===== src/design/fcomp_pkg.sv =====
package fcomp_pkg;

    localparam int SAMPLE_BITS_DEF = 24;
    localparam int LOG_ENTRIES_DEF = 256;

    localparam int GAIN_W = 24;
    localparam int COEF_W = 16;
    localparam int FRAC_W = 16;
    localparam logic [GAIN_W-1:0] GAIN_MAX = 24'hFFFFFF;
    localparam logic [GAIN_W-1:0] UNITY_GAIN = 24'h100000;

    localparam int MUL_AW = 32;
    localparam int MUL_BW = 40;
    localparam int MUL_PW = MUL_AW + MUL_BW;
    localparam int MUL_DIG = 4;
    localparam int MUL_STEPS = MUL_AW / MUL_DIG;
    localparam int MUL_CW = $clog2(MUL_STEPS);

    localparam int CFG_IDX_W = 3;
    localparam int CFG_DATA_W = 32;

    localparam logic [CFG_IDX_W-1:0] CFG_THRESHOLD = 3'd0;
    localparam logic [CFG_IDX_W-1:0] CFG_EXPONENT = 3'd1;
    localparam logic [CFG_IDX_W-1:0] CFG_SCALE = 3'd2;
    localparam logic [CFG_IDX_W-1:0] CFG_OUT_LEVEL = 3'd3;
    localparam logic [CFG_IDX_W-1:0] CFG_ATTACK = 3'd4;
    localparam logic [CFG_IDX_W-1:0] CFG_RELEASE = 3'd5;
    localparam logic [CFG_IDX_W-1:0] CFG_DECAY = 3'd6;

    typedef enum logic [4:0] {
        ST_IDLE,
        ST_ENV,
        ST_ENV_M,
        ST_CMP,
        ST_NORM,
        ST_IDX,
        ST_LOG,
        ST_LG,
        ST_Y,
        ST_EXP,
        ST_EXP_M,
        ST_SCALE,
        ST_SMOOTH,
        ST_SM_M,
        ST_PROD,
        ST_PROD_M,
        ST_EMIT
    } t_state;

    typedef struct packed {
        logic start;
        logic a_signed;
    } t_mul_req;

    typedef struct packed {
        logic busy;
        logic done;
    } t_mul_sts;

    function automatic logic [15:0] log_entry(input logic [63:0] x0);
        logic [63:0] x;
        logic [15:0] acc;
        x = x0;
        acc = '0;
        for (int b = 0; b < 16; b++) begin
            x = (x * x) >> 30;
            acc = {acc[14:0], 1'b0};
            if (x >= (64'd1 << 31)) begin
                acc[0] = 1'b1;
                x = x >> 1;
            end
        end
        return acc;
    endfunction

    function automatic logic [63:0] isqrt(input logic [63:0] v0);
        logic [63:0] v;
        logic [63:0] r;
        logic [63:0] bt;
        v = v0;
        r = '0;
        bt = 64'd1 << 62;
        for (int j = 0; j < 32; j++) begin
            if (v >= r + bt) begin
                v = v - (r + bt);
                r = (r >> 1) + bt;
            end else begin
                r = r >> 1;
            end
            bt = bt >> 2;
        end
        return r;
    endfunction

    function automatic logic [31:0] exp_root(input int i);
        logic [63:0] r;
        r = 64'd1 << 31;
        for (int j = 15; j >= 0; j--) begin
            if (j >= i) begin
                r = isqrt(r << 30);
            end
        end
        return r[31:0];
    endfunction

endpackage


===== src/design/fcomp_mul.sv =====
module fcomp_mul
    import fcomp_pkg::*;
(
    input  logic                     i_clk,
    input  logic                     i_rst_n,
    input  t_mul_req                 i_req,
    input  logic [MUL_AW-1:0]        i_a,
    input  logic signed [MUL_BW-1:0] i_b,
    output t_mul_sts                 o_sts,
    output logic signed [MUL_PW-1:0] o_prod
);

    logic                        r_busy;
    logic                        r_done;
    logic [MUL_CW-1:0]           r_cnt;
    logic                        r_asg;
    logic signed [MUL_BW+5:0]    r_hi;
    logic [MUL_AW-1:0]           r_lo;
    logic signed [MUL_BW-1:0]    r_b;

    logic [MUL_DIG-1:0]          w_dig;
    logic                        w_last;
    logic signed [MUL_DIG:0]     w_dval;
    logic signed [MUL_BW+5:0]    w_pp;
    logic signed [MUL_BW+5:0]    w_sum;

    always_comb begin
        w_dig = r_lo[MUL_DIG-1:0];
        w_last = (r_cnt == MUL_CW'(MUL_STEPS - 1));
        w_dval = (w_last && r_asg) ? {w_dig[MUL_DIG-1], w_dig} : {1'b0, w_dig};
        w_pp = r_b * w_dval;
        w_sum = r_hi + w_pp;
    end

    always_ff @(posedge i_clk) begin
        if (!i_rst_n) begin
            r_busy <= 1'b0;
            r_done <= 1'b0;
            r_cnt <= '0;
        end else begin
            r_done <= 1'b0;
            if (i_req.start) begin
                r_busy <= 1'b1;
                r_cnt <= '0;
            end else if (r_busy) begin
                r_cnt <= r_cnt + 1'b1;
                if (w_last) begin
                    r_busy <= 1'b0;
                    r_done <= 1'b1;
                end
            end
        end
    end

    always_ff @(posedge i_clk) begin
        if (i_req.start) begin
            r_hi <= '0;
            r_lo <= i_a;
            r_b <= i_b;
            r_asg <= i_req.a_signed;
        end else if (r_busy) begin
            r_hi <= w_sum >>> MUL_DIG;
            r_lo <= {w_sum[MUL_DIG-1:0], r_lo[MUL_AW-1:MUL_DIG]};
        end
    end

    assign o_sts.busy = r_busy;
    assign o_sts.done = r_done;
    assign o_prod = {r_hi[MUL_BW-1:0], r_lo};

endmodule


===== src/design/fcomp_logrom.sv =====
module fcomp_logrom
    import fcomp_pkg::*;
#(
    parameter int ENTRIES = LOG_ENTRIES_DEF,
    localparam int IW = $clog2(ENTRIES)
) (
    input  logic          i_clk,
    input  logic [IW-1:0] i_addr,
    output logic [15:0]   o_data
);

    logic [15:0] w_tab [ENTRIES];
    logic [15:0] r_q;

    for (genvar g = 0; g < ENTRIES; g++) begin : g_tab
        localparam logic [63:0] X0 = (64'd1 << 30) + ((64'(g) << 30) / ENTRIES);
        assign w_tab[g] = log_entry(X0);
    end

    always_ff @(posedge i_clk) begin
        r_q <= w_tab[i_addr];
    end

    assign o_data = r_q;

endmodule


===== src/design/feedforward_audio_compressor_unit.sv =====
// Multiplies run on the shared 4-bit-digit multiplier; above threshold a sample also
// takes up to SAMPLE_BITS steps of normalization and one multiply per set fraction bit
// of the exp2 step.
// One sample is in flight at a time; the next sample is taken while a result waits.
// Reset (synchronous, active low): registers to defaults, envelope zero, gain unity.
module feedforward_audio_compressor_unit
    import fcomp_pkg::*;
#(
    parameter int SAMPLE_BITS = SAMPLE_BITS_DEF,
    parameter int LOG_TABLE_ENTRIES = LOG_ENTRIES_DEF,
    localparam int IN_W = ((SAMPLE_BITS + 7) / 8) * 8,
    localparam int OUT_W = ((SAMPLE_BITS + GAIN_W + 7) / 8) * 8
) (
    input  logic                  i_clk,
    input  logic                  i_rst_n,
    input  logic                  s_axis_tvalid,
    output logic                  s_axis_tready,
    input  logic [IN_W-1:0]       s_axis_tdata,   // sample_in
    output logic                  m_axis_tvalid,
    input  logic                  m_axis_tready,
    output logic [OUT_W-1:0]      m_axis_tdata,   // sample_out, gain_now
    input  logic                  i_cfg_valid,
    output logic                  o_cfg_ready,
    input  logic [CFG_IDX_W-1:0]  i_cfg_index,
    input  logic [CFG_DATA_W-1:0] i_cfg_data
);

    localparam int S = SAMPLE_BITS;
    localparam int PW = $clog2(S);
    localparam int IW = $clog2(LOG_TABLE_ENTRIES);
    localparam int YW = 26;
    localparam int QW = MUL_PW - 20;
    localparam logic signed [QW-1:0] Q_HI = QW'((64'sd1 <<< (S - 1)) - 64'sd1);
    localparam logic signed [QW-1:0] Q_LO = -Q_HI - QW'(1);

    logic [GAIN_W-1:0]        r_thr;
    logic signed [COEF_W-1:0] r_exp;
    logic [31:0]              r_scale;
    logic [GAIN_W-1:0]        r_olvl;
    logic [COEF_W-1:0]        r_atk;
    logic [COEF_W-1:0]        r_rel;
    logic [COEF_W-1:0]        r_dec;

    t_state r_state, n_state;
    logic signed [S-1:0]     r_s, n_s;
    logic [S-1:0]            r_det, n_det;
    logic [S-1:0]            r_env, n_env;
    logic [S-1:0]            r_norm, n_norm;
    logic [PW-1:0]           r_p, n_p;
    logic [IW-1:0]           r_idx, n_idx;
    logic signed [YW-1:0]    r_y, n_y;
    logic [31:0]             r_m, n_m;
    logic [4:0]              r_bit, n_bit;
    logic [GAIN_W-1:0]       r_tgt, n_tgt;
    logic [GAIN_W-1:0]       r_gain, n_gain;
    logic                    r_fall, n_fall;
    logic signed [S-1:0]     r_q, n_q;
    logic                    r_out_valid, n_out_valid;
    logic signed [S-1:0]     r_out_s, n_out_s;
    logic [GAIN_W-1:0]       r_out_g, n_out_g;

    t_mul_req                w_mreq;
    t_mul_sts                w_msts;
    logic [MUL_AW-1:0]       w_ma;
    logic signed [MUL_BW-1:0] w_mb;
    logic signed [MUL_PW-1:0] w_mprod;
    logic [15:0]             w_rom;
    logic [31:0]             w_root [16];
    logic signed [23:0]      w_lg;
    logic signed [9:0]       w_k;
    logic signed [10:0]      w_sh;
    logic [63:0]             w_p64;
    logic [63:0]             w_shf;
    logic signed [QW-1:0]    w_qw;
    logic [3:0]              w_bi;

    for (genvar g = 0; g < 16; g++) begin : g_root
        localparam logic [31:0] RV = exp_root(g);
        assign w_root[g] = RV;
    end

    fcomp_mul u_mul (
        .i_clk  (i_clk),
        .i_rst_n(i_rst_n),
        .i_req  (w_mreq),
        .i_a    (w_ma),
        .i_b    (w_mb),
        .o_sts  (w_msts),
        .o_prod (w_mprod)
    );

    fcomp_logrom #(
        .ENTRIES(LOG_TABLE_ENTRIES)
    ) u_logrom (
        .i_clk (i_clk),
        .i_addr(r_idx),
        .o_data(w_rom)
    );

    assign o_cfg_ready = 1'b1;

    always_ff @(posedge i_clk) begin
        if (!i_rst_n) begin
            r_thr <= 24'h800000;
            r_exp <= '0;
            r_scale <= 32'h01000000;
            r_olvl <= UNITY_GAIN;
            r_atk <= '0;
            r_rel <= '0;
            r_dec <= '0;
        end else if (i_cfg_valid) begin
            case (i_cfg_index)
                CFG_THRESHOLD: r_thr <= i_cfg_data[GAIN_W-1:0];
                CFG_EXPONENT: r_exp <= i_cfg_data[COEF_W-1:0];
                CFG_SCALE: r_scale <= i_cfg_data;
                CFG_OUT_LEVEL: r_olvl <= i_cfg_data[GAIN_W-1:0];
                CFG_ATTACK: r_atk <= i_cfg_data[COEF_W-1:0];
                CFG_RELEASE: r_rel <= i_cfg_data[COEF_W-1:0];
                CFG_DECAY: r_dec <= i_cfg_data[COEF_W-1:0];
                default: ;
            endcase
        end
    end

    always_ff @(posedge i_clk) begin
        if (!i_rst_n) begin
            r_state <= ST_IDLE;
            r_env <= '0;
            r_gain <= UNITY_GAIN;
            r_out_valid <= 1'b0;
        end else begin
            r_state <= n_state;
            r_env <= n_env;
            r_gain <= n_gain;
            r_out_valid <= n_out_valid;
        end
    end

    always_ff @(posedge i_clk) begin
        r_s <= n_s;
        r_det <= n_det;
        r_norm <= n_norm;
        r_p <= n_p;
        r_idx <= n_idx;
        r_y <= n_y;
        r_m <= n_m;
        r_bit <= n_bit;
        r_tgt <= n_tgt;
        r_fall <= n_fall;
        r_q <= n_q;
        r_out_s <= n_out_s;
        r_out_g <= n_out_g;
    end

    always_comb begin
        w_lg = 24'(((int'(r_p) - (S - 1)) * 65536) + int'(w_rom));
        w_k = r_y[YW-1:FRAC_W];
        w_sh = 11'sd34 - 11'(w_k);
        w_p64 = w_mprod[63:0];
        w_shf = w_p64 >> w_sh[5:0];
        w_qw = w_mprod[MUL_PW-1:20];
        w_bi = 4'(r_bit - 5'd1);
    end

    always_comb begin
        n_state = r_state;
        n_s = r_s;
        n_det = r_det;
        n_env = r_env;
        n_norm = r_norm;
        n_p = r_p;
        n_idx = r_idx;
        n_y = r_y;
        n_m = r_m;
        n_bit = r_bit;
        n_tgt = r_tgt;
        n_gain = r_gain;
        n_fall = r_fall;
        n_q = r_q;
        n_out_s = r_out_s;
        n_out_g = r_out_g;
        n_out_valid = r_out_valid;
        w_mreq = '0;
        w_ma = '0;
        w_mb = '0;
        s_axis_tready = 1'b0;

        if (r_out_valid && m_axis_tready) begin
            n_out_valid = 1'b0;
        end

        case (r_state)
            ST_IDLE: begin
                s_axis_tready = 1'b1;
                if (s_axis_tvalid) begin
                    n_s = s_axis_tdata[S-1:0];
                    n_det = s_axis_tdata[S-1] ? S'(-s_axis_tdata[S-1:0])
                                              : s_axis_tdata[S-1:0];
                    n_state = ST_ENV;
                end
            end
            ST_ENV: begin
                if (r_det >= r_env) begin
                    n_env = r_det;
                    n_state = ST_CMP;
                end else begin
                    w_mreq.start = 1'b1;
                    w_ma = MUL_AW'(r_dec);
                    w_mb = MUL_BW'(r_env - r_det);
                    n_state = ST_ENV_M;
                end
            end
            ST_ENV_M: begin
                if (w_msts.done) begin
                    n_env = r_det + w_mprod[FRAC_W +: S];
                    n_state = ST_CMP;
                end
            end
            ST_CMP: begin
                if (33'(r_env) > 33'(r_thr)) begin
                    n_norm = r_env;
                    n_p = PW'(S - 1);
                    n_state = ST_NORM;
                end else begin
                    n_tgt = r_olvl;
                    n_state = ST_SMOOTH;
                end
            end
            ST_NORM: begin
                if (r_norm[S-1]) begin
                    w_mreq.start = 1'b1;
                    w_ma = MUL_AW'(r_norm[S-2:0]);
                    w_mb = MUL_BW'(LOG_TABLE_ENTRIES);
                    n_state = ST_IDX;
                end else begin
                    n_norm = {r_norm[S-2:0], 1'b0};
                    n_p = r_p - 1'b1;
                end
            end
            ST_IDX: begin
                if (w_msts.done) begin
                    n_idx = w_mprod[S-1 +: IW];
                    n_state = ST_LOG;
                end
            end
            ST_LOG: begin
                n_state = ST_LG;
            end
            ST_LG: begin
                w_mreq.start = 1'b1;
                w_mreq.a_signed = 1'b1;
                w_ma = MUL_AW'(r_exp);
                w_mb = MUL_BW'(w_lg);
                n_state = ST_Y;
            end
            ST_Y: begin
                if (w_msts.done) begin
                    n_y = w_mprod[YW+13:14];
                    n_m = 32'h40000000;
                    n_bit = 5'd16;
                    n_state = ST_EXP;
                end
            end
            ST_EXP: begin
                if (r_bit == 5'd0) begin
                    w_mreq.start = 1'b1;
                    w_ma = r_m;
                    w_mb = MUL_BW'(r_scale);
                    n_state = ST_SCALE;
                end else if (r_y[w_bi]) begin
                    w_mreq.start = 1'b1;
                    w_ma = r_m;
                    w_mb = MUL_BW'(w_root[w_bi]);
                    n_state = ST_EXP_M;
                end else begin
                    n_bit = r_bit - 5'd1;
                end
            end
            ST_EXP_M: begin
                if (w_msts.done) begin
                    n_m = w_mprod[61:30];
                    n_bit = r_bit - 5'd1;
                    n_state = ST_EXP;
                end
            end
            ST_SCALE: begin
                if (w_msts.done) begin
                    if (w_p64 == 64'd0) begin
                        n_tgt = '0;
                    end else if (w_sh <= 11'sd0) begin
                        n_tgt = GAIN_MAX;
                    end else if (w_sh >= 11'sd64) begin
                        n_tgt = '0;
                    end else if (w_shf > 64'(GAIN_MAX)) begin
                        n_tgt = GAIN_MAX;
                    end else begin
                        n_tgt = w_shf[GAIN_W-1:0];
                    end
                    n_state = ST_SMOOTH;
                end
            end
            ST_SMOOTH: begin
                w_mreq.start = 1'b1;
                if (r_tgt < r_gain) begin
                    n_fall = 1'b1;
                    w_ma = MUL_AW'(r_atk);
                    w_mb = MUL_BW'(r_gain - r_tgt);
                end else begin
                    n_fall = 1'b0;
                    w_ma = MUL_AW'(r_rel);
                    w_mb = MUL_BW'(r_tgt - r_gain);
                end
                n_state = ST_SM_M;
            end
            ST_SM_M: begin
                if (w_msts.done) begin
                    n_gain = r_fall ? r_tgt + w_mprod[FRAC_W +: GAIN_W]
                                    : r_tgt - w_mprod[FRAC_W +: GAIN_W];
                    n_state = ST_PROD;
                end
            end
            ST_PROD: begin
                w_mreq.start = 1'b1;
                w_ma = MUL_AW'(r_gain);
                w_mb = MUL_BW'(r_s);
                n_state = ST_PROD_M;
            end
            ST_PROD_M: begin
                if (w_msts.done) begin
                    if (w_qw > Q_HI) begin
                        n_q = Q_HI[S-1:0];
                    end else if (w_qw < Q_LO) begin
                        n_q = Q_LO[S-1:0];
                    end else begin
                        n_q = w_qw[S-1:0];
                    end
                    n_state = ST_EMIT;
                end
            end
            ST_EMIT: begin
                if (!r_out_valid || m_axis_tready) begin
                    n_out_s = r_q;
                    n_out_g = r_gain;
                    n_out_valid = 1'b1;
                    n_state = ST_IDLE;
                end
            end
            default: begin
                n_state = ST_IDLE;
            end
        endcase
    end

    assign m_axis_tvalid = r_out_valid;
    assign m_axis_tdata = OUT_W'({r_out_g, r_out_s});

    a_mul_idle_on_start: assert property (@(posedge i_clk) disable iff (!i_rst_n)
        w_mreq.start |-> !w_msts.busy)
        else $error("multiplier started while busy");

    a_emit_shows: assert property (@(posedge i_clk) disable iff (!i_rst_n)
        (r_state == ST_EMIT && (!r_out_valid || m_axis_tready)) |=> m_axis_tvalid)
        else $error("finished result not presented");

    a_env_range: assert property (@(posedge i_clk) disable iff (!i_rst_n)
        33'(r_env) <= (33'd1 << (S - 1)))
        else $error("envelope above full scale");

endmodule


===== config.mk =====
export PLATFORM = sky130hd
export DESIGN_NAME = feedforward_audio_compressor_unit
export DESIGN_NICKNAME = d
export VERILOG_FILES = /design/src/design/fcomp_pkg.sv /design/src/design/fcomp_mul.sv /design/src/design/fcomp_logrom.sv /design/src/design/feedforward_audio_compressor_unit.sv
export SDC_FILE = /design/constraint.sdc
export NUM_CORES = 2
export LEC_CHECK = 0
export BUFFER_PORTS_ARGS = -buffer_cell sky130_fd_sc_hd__buf_2
export CORE_MARGIN = 4
export CORE_UTILIZATION = 40
export CTS_CLUSTER_DIAMETER = 80
export DETAILED_ROUTE_END_ITERATION = 8
export HOLD_SLACK_MARGIN = 0.02
export SYNTH_ARGS = -nofsm -noshare
export SYNTH_HDL_FRONTEND = slang
export SYNTH_SLANG_ARGS = --single-unit

===== constraint.sdc =====
create_clock -name i_clk -period 11 [get_ports i_clk]
set_clock_uncertainty 0.2 [all_clocks]
set_input_delay 0.55 -clock i_clk [delete_from_list [all_inputs] [get_ports i_clk]]
set_output_delay 0.55 -clock i_clk [all_outputs]
set_load 0.02 [all_outputs]

# After elaboration in Yosys (flattened, before gate mapping)
# Memories as Yosys holds them, arrays and structs flattened. A register that Yosys moved wholly into a read port is not among the register bits.
# Cells that the tools add are included.
# totals
regBits	563
latch_bits	0
ramBits	0
mem_bits_ro	4608
inputBits	64
out_inout_bits	51
elab_cells	218
memories	2
# classes
addsub	14
multipliers	1
div_mod_pow	0
order_cmp	10
n_eq_ne	41
n_shift	1
mux	74
bitwise	4
n_reduce_logical	38
# mem_list
memory	depth	width	read_ports	rd_ports_with_merged_regs	write_ports	line	source
(name not given)	256	16	1	1	0	fcomp_logrom.sv:21	r_q <= w_tab[i_addr];
(name not given)	16	32	1	0	0	feedforward_audio_compressor_unit.sv:273	w_mb = MUL_BW'(w_root[w_bi]);
# ops
operator	n
$mux W32	10
$mux W24	12
$pmux W40 S6	1
$pmux W32 S6	1
$pmux W24 S2	3
$mux W5	17
$mux W40	2
$pmux W5 S16	1
$sub A24 B24 Y25	3
$gt A64 B24 Y1 const B	1
$logic_not A64 Y1	1
$pmux W32 S2	1
$shr A64 B6 Y64	1
$gt A52 B24 Y1 const B	1
$lt A52 B24 Y1 const B	1
$add A24 B24 Y24	2
$add A42 B45 Y46	1
$mux W23	2
$mul A40 B5 Y45	1
$eq A5 B4 Y1 const B	8
$mux W16	2
$reduce_and A2 Y1	14
$ge A24 B24 Y1	1
$gt A24 B24 Y1	1
other kinds (44)	95

# Longest topological paths before layout
# depth
depth_word	9
ltp_mapped	22

# Modules after synthesis
# From an unflattened synthesis, not the netlist that was laid out.
# hier_totals
hier_cells	5604
hier_area_um2	47921.0
# modules_own_cells
module	instances	cells_per_inst	area_each_um2
feedforward_audio_compressor_unit	1	3460	29776.1
fcomp_mul	1	1340	13135.1
fcomp_logrom	1	804	5009.8

# Worst setup path before layout
# No wires, ideal clock.
# synth_timing
path_type	register -> register
startpoint	reg u_mul.r_cnt[0]
endpoint	reg u_mul.r_hi[37]
setup_ps	122
t_arrival_ps	5728
setup_slack_ps	4950
path_stages_with_launch	21
period_less_slack_ps	6050
cell_sequence	dfxtp_1 ha_1 ha_1 nand3_1 or2_2 fa_1 fa_1 fa_1 inv_1 fa_1 inv_1 fa_1 nor2b_1 o31ai_1 a21oi_1 a211oi_1 or3b_2 and2_1 o211ai_1 nor3_1 a311o_1
# synth_between
elab_chain_cells	5
# synth_lines
element	line	source
start, declared	fcomp_mul.sv:15	logic [MUL_CW-1:0] r_cnt;
start signal, assigned	fcomp_mul.sv:46	r_cnt <= r_cnt + 1'b1;
$eq A3 B3 Y1	fcomp_mul.sv:29	w_last = (r_cnt == MUL_CW'(MUL_STEPS - 1));
via u_mul.w_last	fcomp_mul.sv:22	logic w_last;
$logic_and A1 B1 Y1	fcomp_mul.sv:30	w_dval = (w_last && r_asg) ? {w_dig[MUL_DIG-1], w_dig} : {1'b0, w_dig};
$mux W5	fcomp_mul.sv:30	
$mul A40 B5 Y45	fcomp_mul.sv:31	w_pp = r_b * w_dval;
$add A42 B45 Y46	fcomp_mul.sv:32	w_sum = r_hi + w_pp;
end signal, assigned	fcomp_mul.sv:62	r_hi <= w_sum >>> MUL_DIG;
end, declared	fcomp_mul.sv:17	logic signed [MUL_BW+5:0] r_hi;
# The timed path passes the listed nets, and every way through them passes these cells.
# A chain may end at the register's enable or synchronous reset.

# Worst setup path in the final report
# layout_timing
startpoint	reg u_mul.r_lo[3]
endpoint	reg u_mul.r_hi[37]
# layout_between
elab_chain_cells	3
# layout_lines
element	line	source
start, declared	fcomp_mul.sv:18	logic [MUL_AW-1:0] r_lo;
start signal, assigned	fcomp_mul.sv:58	r_lo <= i_a;
start signal, assigned	fcomp_mul.sv:63	r_lo <= {w_sum[MUL_DIG-1:0], r_lo[MUL_AW-1:MUL_DIG]};
$mux W5	fcomp_mul.sv:30	
$mul A40 B5 Y45	fcomp_mul.sv:31	
$add A42 B45 Y46	fcomp_mul.sv:32	
# Every way passes these cells.

==> impl_metrics.tcl <==
set metrics [dict create \
    status "finished, violations left" \
    violations "design-rule violations" \
    worstSkewPairLatency_ns 0.64 \
    hold_depth 3 \
    postCtsSetupRepairBufs 0 \
    drtIter0Drc 5525 \
    synthToLayoutAreaGrowth_pct 9.256 \
    grt_pass1_vias 39380 \
    ys_seq_area_frac 0.3120 \
    required_ns 11.38 \
    yosys_warnings 0 \
    highest_layer "met5" \
    wl_met2_mm 74.40 \
    cp.arrival_ns 7.31 \
    endpoint "u_mul.r_hi[37]" \
    initial_core_util 0.4052 \
    p_comb_frac 0.592 \
    fin_crit_ns 6.935 \
    met1Wirelength_mm 75.75 \
    syn_area_per_cell_um2 8.612 \
    antenna_found_initial 15 \
    p_switching_mw 6.115 \
    tightest_slew_ns 1.273 \
    hold_viol 0 \
    synth_top_cells_by_area "edfxtp_1 20%, dfxtp_1 11%, ha_1 7.3%" \
    p_clk_frac 0.173 \
    crit_fanout 39 \
    max-slew-margin-rel 0.1513 \
    cts.sink_count 571 \
    viasPerCell 6.150 \
    htree_levels 3 \
    rows 124 \
    p_int_mw 6.923 \
    path_class "register to register" \
    drive_gt1_frac 0.09008 \
    rsz0062_at_grt "no" \
    layout_worst_path_cycle_share 0.6304 \
    wl_per_cell_um 25.89 \
    synthesis.area_um2 46580 \
    final_common_cell "nand2_1" \
    synth_edf_count 310 \
    cp-end-kind "register" \
    r2r_setup_slack_ns 4.07 \
    swShare 0.4690 \
    async_flop_share 0 \
    clockBufferDepth 3 \
    cts.clk_slew.worst_paths_ns 0.06 \
    setup_ws_ns 4.065 \
    hpwl_mm 130.5 \
    synth_top_area_cell "edfxtp_1" \
    cts_resized 0 \
    irDropWorstVdd_mv 0.2603 \
    vias 42510 \
    ant_nets 0 \
    most-common-layout-cells "837 x nand2_1, 389 x inv_1, 379 x a21oi_1, 339 x nor2_1, 310 x edfxtp_1" \
    final_cells 6912 \
    post-place-ws_ns 4.161 \
    dieArea_um2 122000 \
    seq_power_share 0.235 \
    cts_buffers 67 \
    reg2reg_from "u_mul.r_lo[3]" \
    final.setup.tns_ns 0 \
    cp-start-kind "register" \
    fin_nets 5832 \
    portBuffers 113 \
    track_usage 0.2839 \
    wirelength_mm 179.0 \
    synth_ff_type "edfxtp_1" \
    p_leak_nw 20.16 \
    netlist_instances 5409 \
    drc_errors 2 \
    cts_tree "done" \
    hold_path_class "input pin to register" \
    io-pin-count 115 \
    crit_path_start "u_mul.r_lo[3]" \
    root_buffer "clkbuf_16" \
    final_util 0.4427 \
    synth_seq_cells 571 \
    setup_viol 0 \
    ys_types 88 \
    die_h_um 349.3 \
    r2r-end "u_mul.r_hi[37]" \
    drv_slew 0 \
    dr.pass1.iters 9 \
    grt_pass1_wl_mm 261.6 \
    drv_cap 0 \
    fmax_ghz 0.1442 \
    post-place-cells 6760 \
    coreArea_um2 115000 \
    reg2reg_depth 20 \
    dieWidth_um 349.3 \
    synth_fp_nets 5901 \
    p_per_area_nw_per_um2 256.2 \
    synth_top_area_frac 0.1998 \
    overflow 0 \
    met3_length_mm 19.52 \
    gp_congestion 0.9885 \
    fillCellCount 11380 \
    grt_max_degree 89 \
]
[area by class of cell]
class / instances / area, um2 / area share
clock buffer: 86 / 1821 / 0.03577
antenna: 5 / 12.51 / 0.0002459
sequential: 571 / 14540 / 0.2856
timing repair buffer: 233 / 1526 / 0.02999
inverter: 394 / 1479 / 0.02906
multi-input combinational: 4073 / 29270 / 0.5751
tap: 1512 / 1892 / 0.03717
clock inverter: 38 / 360.3 / 0.007081
[cells by family after synthesis]
logic type | share of synthesized area
AOI/OAI and AO/OA | 0.2045
adders and majority gates | 0.1404
other | 0.00008051
xor gates and xnor gates | 0.02987
buffers and inverters | 0.06339
DFF | 0.3120
muxes | 0.06957
and+or+nand+nor | 0.1802
[layer usage]
| metal | vias to the layer above | GRT usage |
|---|---|---|
| met5 | - | 0 |
| met4 | 12 | 0.1236 |
| met3 | 444 | 0.06702 |
| met2 | 2327 | 0.4130 |
| met1 | 20590 | 0.4017 |
| li1 | 19140 | - |
[synth_stat cells, types with 34 or more instances]
cell,instances
a31oi_1,61
a21o_1,71
xor2_1,59
nand2b_1,37
a211oi_1,70
inv_1,390
and2_1,188
edfxtp_1,310
nand2_1,837
fa_1,158
o211ai_1,53
mux2i_1,110
nor3_1,78
nand3_1,85
and3_1,34
nor2_1,342
a221o_1,37
nand4_1,39
dfxtp_1,261
a221oi_1,34
mux4_2,88
a21oi_1,380
o21ai_0,295
xnor2_1,98
a21boi_0,112
ha_1,270
clkbuf_1,307
nor2b_1,44
buf_2,35
[power groups by stage]
stage / combinational [mW] / sequential [mW] / clock (mW)
detailed placement: 7.55 / 3.08 / 0
finish: 7.72 / 3.06 / 2.26
CTS: 7.62 / 3.03 / 2.29
global placement: 7.46 / 3.07 / 0
global route: 8.57 / 3.06 / 2.38
floorplan: 5.69 / 2.83 / 0
[sequential cells by signal, indices dropped and copies added (netlist names), 26 cells and up]
signal and flops:
u_mul.r_b 33, u_mul.r_hi 42, u_mul.r_lo 32, r_m 32
r_y 26, r_scale 32
[repair_timing]
item / CTS / global route
endpoints found under the hold margin: 26 / 0
hold buffers: 23 / 0
setup endpoints to repair: 0 / 0
[worst min path at each step]
| stage | end | start |
|---|---|---|
| finish | r_scale[26] | i_cfg_data[26] |
| global route | r_scale[29] | i_cfg_data[29] |
| CTS | r_scale[29] | i_cfg_data[29] |
| detailed placement | r_out_s[15] | r_q[15] |
| global placement | r_out_s[17] | r_q[17] |
| floorplan | r_out_s[0] | r_q[0] |
[critical path, cell delays in order, from the launching register on]
cell and delay (ns):
edfxtp_1 0.33, buf_4 0.35, nand3_1 0.11, buf_4 0.28, or2_2 0.34, fa_1 0.50, fa_1 0.51, fa_1 0.55
inv_1 0.05, fa_1 0.52, inv_1 0.07, fa_1 0.45, nor2b_1 0.16, o31ai_1 0.13, a21oi_1 0.51, a211oi_1 0.26
or3b_2 0.60, and2_1 0.22, o211ai_1 0.26, nor4b_1 0.28, a311o_1 0.17
[per-stage QoR]
step	area (um2)	hold slack, ns	power, mW
5_1_grt	50880	0.03594	14.01
4_1_cts	50880	0.02366	12.94
3_3_place_gp	48470	0.2037	10.53
3_5_place_dp	48470	0.2045	10.63
2_1_floorplan	46580	0.2003	8.516
6_report	50890	0.05017	13.04
No activity file was read; power rests on OpenSTA's default activity.
